## src/hw/rtl/bsmm_pkg.sv

```systemverilog
package bsmm_pkg;

    // Fixed geometry
    localparam int SLOTS_PER_BLOCK = 16;
    localparam int SLOT_W          = 4;
    localparam int OFFSET_W        = 12;
    localparam int SEGMENT_WORDS   = 4096;
    localparam int ENTRY_W         = 8;
    localparam int TARGET_W        = 7;

    // Configuration port
    localparam int CFG_IDX_W  = 1;
    localparam int CFG_DATA_W = 5;
    localparam logic [CFG_IDX_W-1:0] CFG_MODULE_COUNT  = 1'b0;
    localparam logic [CFG_IDX_W-1:0] CFG_SEGS_PER_MOD  = 1'b1;
    localparam logic [4:0]           MODULE_COUNT_RST  = 5'd16;
    localparam logic [3:0]           SEGS_PER_MOD_RST  = 4'd8;

    localparam logic [15:0] UNMAPPED_WORD = 16'hdead;

    // Request codes
    typedef enum logic [1:0] {
        FUNC_READ      = 2'd0,
        FUNC_WRITE     = 2'd1,
        FUNC_ADD_MAP   = 2'd2,
        FUNC_CLEAR_MAP = 2'd3
    } bsmm_func_t;

    typedef struct packed {
        bsmm_func_t  func;
        logic [3:0]  block;
        logic [15:0] addr;
        logic [3:0]  map_segment_slot;
        logic [15:0] write_data;
        logic [3:0]  module_req;
        logic [2:0]  segment;
        logic        user_mode;
    } bsmm_req_t;

    typedef struct packed {
        logic [15:0] read_data;
        logic        status;
        logic        nomem_interrupt;
    } bsmm_rsp_t;

    // Map table update from the resolve stage
    typedef struct packed {
        logic                set;
        logic                clear;
        logic                clear_all;
        logic [ENTRY_W-1:0]  entry;
        logic [TARGET_W-1:0] target;
    } bsmm_map_upd_t;

    // Map table lookup result
    typedef struct packed {
        logic                valid;
        logic [TARGET_W-1:0] target;
    } bsmm_map_rd_t;

endpackage

```

## src/hw/rtl/bsmm_map.sv

```systemverilog
module bsmm_map
    import bsmm_pkg::*;
#(
    parameter int BLOCKS = 16
)
(
    input  logic                clk,
    input  logic                rst_n,
    input  logic                lookup_en,
    input  logic [ENTRY_W-1:0]  lookup_entry,
    input  bsmm_map_upd_t       upd,
    output bsmm_map_rd_t        rd
);

    localparam int BW      = (BLOCKS > 1) ? $clog2(BLOCKS) : 1;
    localparam int EW      = BW + SLOT_W;
    localparam int ENTRIES = 1 << EW;

    logic [ENTRIES-1:0]  valid_reg;
    logic [TARGET_W-1:0] target_mem [ENTRIES];
    logic [EW-1:0]       rd_entry_reg;
    logic [TARGET_W-1:0] tgt_q_reg;
    logic                fwd_hit_reg;
    logic [TARGET_W-1:0] fwd_tgt_reg;
    logic [EW-1:0]       upd_entry;
    logic [EW-1:0]       lk_entry;

    assign upd_entry = upd.entry[EW-1:0];
    assign lk_entry  = lookup_entry[EW-1:0];

    // Target memory: one write, one registered read; forward a same-cycle write
    always_ff @(posedge clk)
    begin
        if (upd.set)
        begin
            target_mem[upd_entry] <= upd.target;
        end
        if (lookup_en)
        begin
            rd_entry_reg <= lk_entry;
            tgt_q_reg    <= target_mem[lk_entry];
            fwd_hit_reg  <= upd.set && (upd_entry == lk_entry);
            fwd_tgt_reg  <= upd.target;
        end
    end

    // Valid bits, one per entry; block 0 entries are never set
    always_ff @(posedge clk or negedge rst_n)
    begin
        if (!rst_n)
        begin
            valid_reg <= '0;
        end
        else if (upd.clear_all)
        begin
            for (int i = SLOTS_PER_BLOCK; i < ENTRIES; i++)
            begin
                valid_reg[i] <= 1'b0;
            end
        end
        else if (upd.set)
        begin
            valid_reg[upd_entry] <= 1'b1;
        end
        else if (upd.clear)
        begin
            valid_reg[upd_entry] <= 1'b0;
        end
    end

    assign rd.valid  = valid_reg[rd_entry_reg];
    assign rd.target = fwd_hit_reg ? fwd_tgt_reg : tgt_q_reg;

endmodule

```

## config.mk

```make
export PLATFORM = sky130hd
export DESIGN_NAME = bsmm_map
export DESIGN_NICKNAME = d
export VERILOG_FILES = /design/src/hw/rtl/bsmm_pkg.sv /design/src/hw/rtl/bsmm_map.sv
export SDC_FILE = /design/constraint.sdc
export NUM_CORES = 2
export LEC_CHECK = 0
export BUFFER_PORTS_ARGS = -buffer_cell sky130_fd_sc_hd__clkbuf_2
export CORE_ASPECT_RATIO = 2
export CORE_MARGIN = 10
export CORE_UTILIZATION = 45
export CTS_CLUSTER_SIZE = 20
export DETAILED_ROUTE_END_ITERATION = 10
export PLACE_DENSITY = 0.7
export SLEW_MARGIN = 20
export SYNTH_ARGS = -nofsm -noshare
export SYNTH_HDL_FRONTEND = slang
export SYNTH_SLANG_ARGS = --single-unit
```

## constraint.sdc

```tcl
create_clock -name clk -period 3.7 [get_ports clk]
set_input_delay 0.74 -clock clk [delete_from_list [all_inputs] [get_ports clk]]
set_output_delay 0.74 -clock clk [all_outputs]
set_load 0.01 [all_outputs]
```

# Yosys cells after proc, flatten, opt, wreduce, memory -nomap -nowiden
# Memories as Yosys holds them, arrays and structs flattened. A register that Yosys moved wholly into a read port is not among the register bits.
# Cells that the tools add are included.
[word_totals]
reg_bits = 272
ram_bits = 1792
in_bits = 29
mem_count = 1
[classes]
order_cmp = 3
eq_ne = 1
n_mux = 10
n_bitwise = 4
n_reduce_logical = 5
[mem_list]
columns = ["memory", "words", "width", "rd", "rd_clocked_by_memory_dff", "write_ports", "line", "text"]
rows = [
  ["target_mem", 256, 7, 1, 1, 1, "bsmm_map.sv:20", "logic [TARGET_W-1:0] target_mem [ENTRIES];"],
]
[op_table]
columns = ["cell", "count"]
rows = [
  ["256-bit 2-to-1 mux", 2],
  ["256-bit bitwise AND", 1],
  ["256-bit NOT", 1],
  ["256-bit OR", 1],
  ["240-bit 2-to-1 mux", 1],
  ["8-bit by 9-bit < comparator with 1-bit output, second input constant", 2],
  ["1-bit binary-select mux with 8-bit select", 1],
  ["1-bit demux with 8-bit select", 1],
  ["8-bit equality test", 1],
  ["8-bit by 1-bit >= comparator with 1-bit output, second input constant", 1],
  ["7-bit 2-to-1 mux", 1],
  ["1-bit 2-to-1 mux", 4],
  ["3-bit nonzero test", 1],
  ["1-bit logical AND", 2],
  ["2-bit AND reduction", 1],
  ["2-bit nonzero test", 1],
  ["1-bit NOT", 1],
]

# Longest topological paths before layout
[logic_depth]
depth_word = 9
depth_mapped = 12

# Worst setup path after synthesis
# OpenSTA, ideal clock, no wires.
[synth_path]
kind = "input to register"
from = "input port lookup_entry[0]"
to = "register tgt_q_reg[5], read port of target_mem (data pin)"
setup_time_ns = 0.261
arrival_ns = 2.693
setup_slack_ns = 0.746
cell_stages = 9
path_buffers = 4
cell_sequence = "buf_4 -> buf_6 -> buf_4 -> buf_2 -> mux4_2 -> a221oi_1 -> o22ai_1 -> nor3_1 -> nor4_1"
[synth_lines]
columns = ["item", "line", "text"]
rows = [
  ["start, declared", "bsmm_map.sv:10", "input logic [ENTRY_W-1:0] lookup_entry,"],
  ["end, declared", "bsmm_map.sv:22", "logic [TARGET_W-1:0] tgt_q_reg;"],
]

==> results_dict.tcl <==
set metrics [dict create \
    grt_first_pass_wirelength_um 336000 \
    synth_edf_count 1815 \
    worst_pin_slew_ps 1120 \
    drtIter0Drc 4735 \
    wl_um 233000 \
    clkTransAtPathRegs_ps 70 \
    async_reset_ff_frac 0.124 \
    ys_types 55 \
    violations "negative setup slack" \
    hold_class "input port to flip-flop" \
    fin_skew_ps 50.2 \
    n_fill_cell 14200 \
    grt_pass1_vias 47800 \
    r2r_slack_ps 640 \
    setup_viol 1 \
    crit_type "flip-flop to primary output" \
    period_share 1.15 \
    finalWorstSetupSlack_ps -549 \
    finalHoldViolCount 0 \
    cts_root_buf "clkbuf_16" \
    timing.rr.start "target_mem[252][0]" \
    critPathCapture "rd[7]" \
    multi_input_area_mm2 0.0200 \
    status "finished, violations left" \
    vdd_drop_max_mv 0.332 \
    die_x_um 323 \
    leakagePower_nw 32.9 \
    syn_area_per_cell_um2 18.0 \
    cp.arrival_ps 3510 \
    yosysWarnings 0 \
    netlist_area_mm2 0.0828 \
    maxSlewViolCount 0 \
    fin_total_pwr_mw 46.5 \
    ff_latch_area_mm2 0.0609 \
    crit_path_start "rd_entry_reg[0]" \
    numCtsBuffers 172 \
    dp_hpwl_um 161000 \
    track_usage 0.229 \
    rows 222 \
    area_delta_synth_final_pct 13.7 \
    tritoncts "yes" \
    worstSkewPairLatency_ps 830 \
    dieArea_mm2 0.203 \
    start_util 0.453 \
    end_kind "primary output" \
    ys_ff_latch 2071 \
    wl_per_cell_um 31.5 \
    overflow 0 \
    worstReg2RegEnd "tgt_q_reg[0]" \
    finalCriticalPeriod_ps 4250 \
    core_area_mm2 0.183 \
    drv_cap 0 \
    ys.flop_type "edfxtp_1" \
    ant_nets 0 \
    nets 4932 \
    antenna_found_initial 18 \
    synth_nets 4638 \
    grt_max_degree 129 \
    start_kind "flip-flop" \
    clock_sinks 2071 \
    pin_count 37 \
    netlist_instances 4609 \
    drc_errors 0 \
    required_ps 2960 \
    htree_levels 4 \
    seq_area_frac_synth 0.735 \
    gp_congestion 0.947 \
    max_freq_ghz 0.235 \
    vias 45500 \
    io_buffer_count 36 \
    layout-drive-gt1-share 0.236 \
    slew_headroom 0.246 \
    dieHeight_um 627 \
    avgViaCountPerCell 6.16 \
    rsz0062_at_grt "yes" \
    clk_path_buf_depth 4 \
    largest_register_ffs 1792 \
    crit_path_max_fanout 5 \
    power.density_mw_per_mm2 494 \
    firstDrtPassIters 6 \
    reg2reg_depth 8 \
    utilization 0.515 \
]
worst min path at each step:
| stage | from | endpoint | cells past startpoint |
|---|---|---|---|
| after global routing | upd[15] | valid_reg[202] | 2 |
| after global placement | flip-flop | flip-flop | 1 |
| after floorplan | rst_n | async pin | 0 |
| after detailed placement | flip-flop | flip-flop | 1 |
| final | upd[15] | valid_reg[203] | 2 |
| after CTS | upd[15] | valid_reg[203] | 2 |
worst max-delay path: stages (launching register included):
cell	delay, ps
edfxtp_1	410
buf_6	130
buf_12	150
mux4_2	560
mux2_4	330
a2111oi_4	290
buf_4	170
o21ai_2	50
o21a_1	220
a2bb2oi_4	190
clkbuf_8	160
logic make-up (layout without fill, tap and decap cells):
group / after synthesis / count (layout) / share of synthesized area
simple gates: 514 / 514 / 0.0273
other cells: 0 / 16 / 0
xor+xnor: 8 / 8 / 0.000846
flops: 2071 / 2071 / 0.735
mux: 663 / 663 / 0.150
compound gates: 824 / 824 / 0.0588
buf+inv: 529 / 947 / 0.0281
through the flow:
stage / worst slack [ps] / instance area (µm²) / hold slack (ps) / std cells / setup TNS, ps
6_report: -549 / 94200 / 310 / 7395 / -549
5_1_grt: -626 / 94200 / 327 / 7388 / -626
4_1_cts: -521 / 94100 / 276 / 7379 / -521
3_5_place_dp: -357 / 88300 / 492 / 7066 / -1640
3_3_place_gp: -682 / 88300 / 485 / 7066 / -2050
2_1_floorplan: 746 / 82800 / 444 / 4609 / 0
repair_timing:
| action | CTS | global route |
|---|---|---|
| setup buffers | 13 | 1 |
| cloned | 3 | 0 |
| setup endpoints to repair | 1 | 1 |
| hold buffers | 1 | 0 |
| gates resized for setup | 46 | 15 |
| pin swaps | 14 | 6 |
| hold endpoints to repair | 84 | 0 |
metal layers:
layer	track usage	up-vias	wire length, µm	share of wire
met5	0	-	143	0.00061
met4	0.183	22	22700	0.098
met3	0.0389	829	15100	0.065
met2	0.413	2279	123000	0.53
met1	0.231	23600	71500	0.31
li1	-	18800	-	-
power by group:
| part | internal, mW | total [mW] | switching [mW] |
|---|---|---|---|
| sequential | 25.5 | 25.5 | 0.0543 |
| combinational | 1.11 | 2.93 | 1.82 |
| clock | 9.82 | 18.0 | 8.22 |
layout by cell type (no fill, tap or decap), types with 38 or more instances in the layout:
master / count
a21oi_1: 295
a22oi_1: 50
buf_12: 68
buf_4: 290
clkbuf_1: 38
clkbuf_16: 174
dfrtp_1: 256
edfxtp_1: 1815
inv_1: 245
mux2i_1: 171
mux4_2: 457
nand2_1: 278
nor2_1: 78
o21ai_0: 251
o22ai_1: 57
final cells by class:
class,count,share of cell area
sequential,2071,0.647
multi-input combinational,2009,0.212
clock buffer,213,0.0479
timing repair buffer,403,0.0424
tap,2352,0.0312
inverter,246,0.00980
clock inverter,85,0.00945
antenna,16,0.000425
cell usage after synthesis, types with 6 or more instances:
cell       instances  area [µm²]
o311ai_0           7        61.3
nand2_1          278        1040
buf_4             28         210
nand2b_1          20         125
inv_1            245         920
mux2i_1          172        1720
and3_1             7        43.8
o21ai_0          255        1280
clkbuf_1         169         634
o22ai_1           60         375
buf_2             49         245
dfrtp_1          256        6410
nor3_1            38         190
mux4_2           457       10300
o211ai_1           6        45.0
mux2_2            34         383
edfxtp_1        1815       54500
a2111oi_0         14         123
o31ai_1            7        52.6
a21oi_1          295        1480
a22oi_1           50         375
nand3_1           10        50.1
nor2_1            90         338
a211oi_1          23         173
buf_1             15        56.3
a22o_1            31         272
a31oi_1           10        62.6
buf_6             20         225
or4_1              6        45.0
nor4_1             7        43.8
o221ai_1          30         263
nor2b_1           31         194
a221oi_1          27         236
Power figures use the tool's default switching activity.
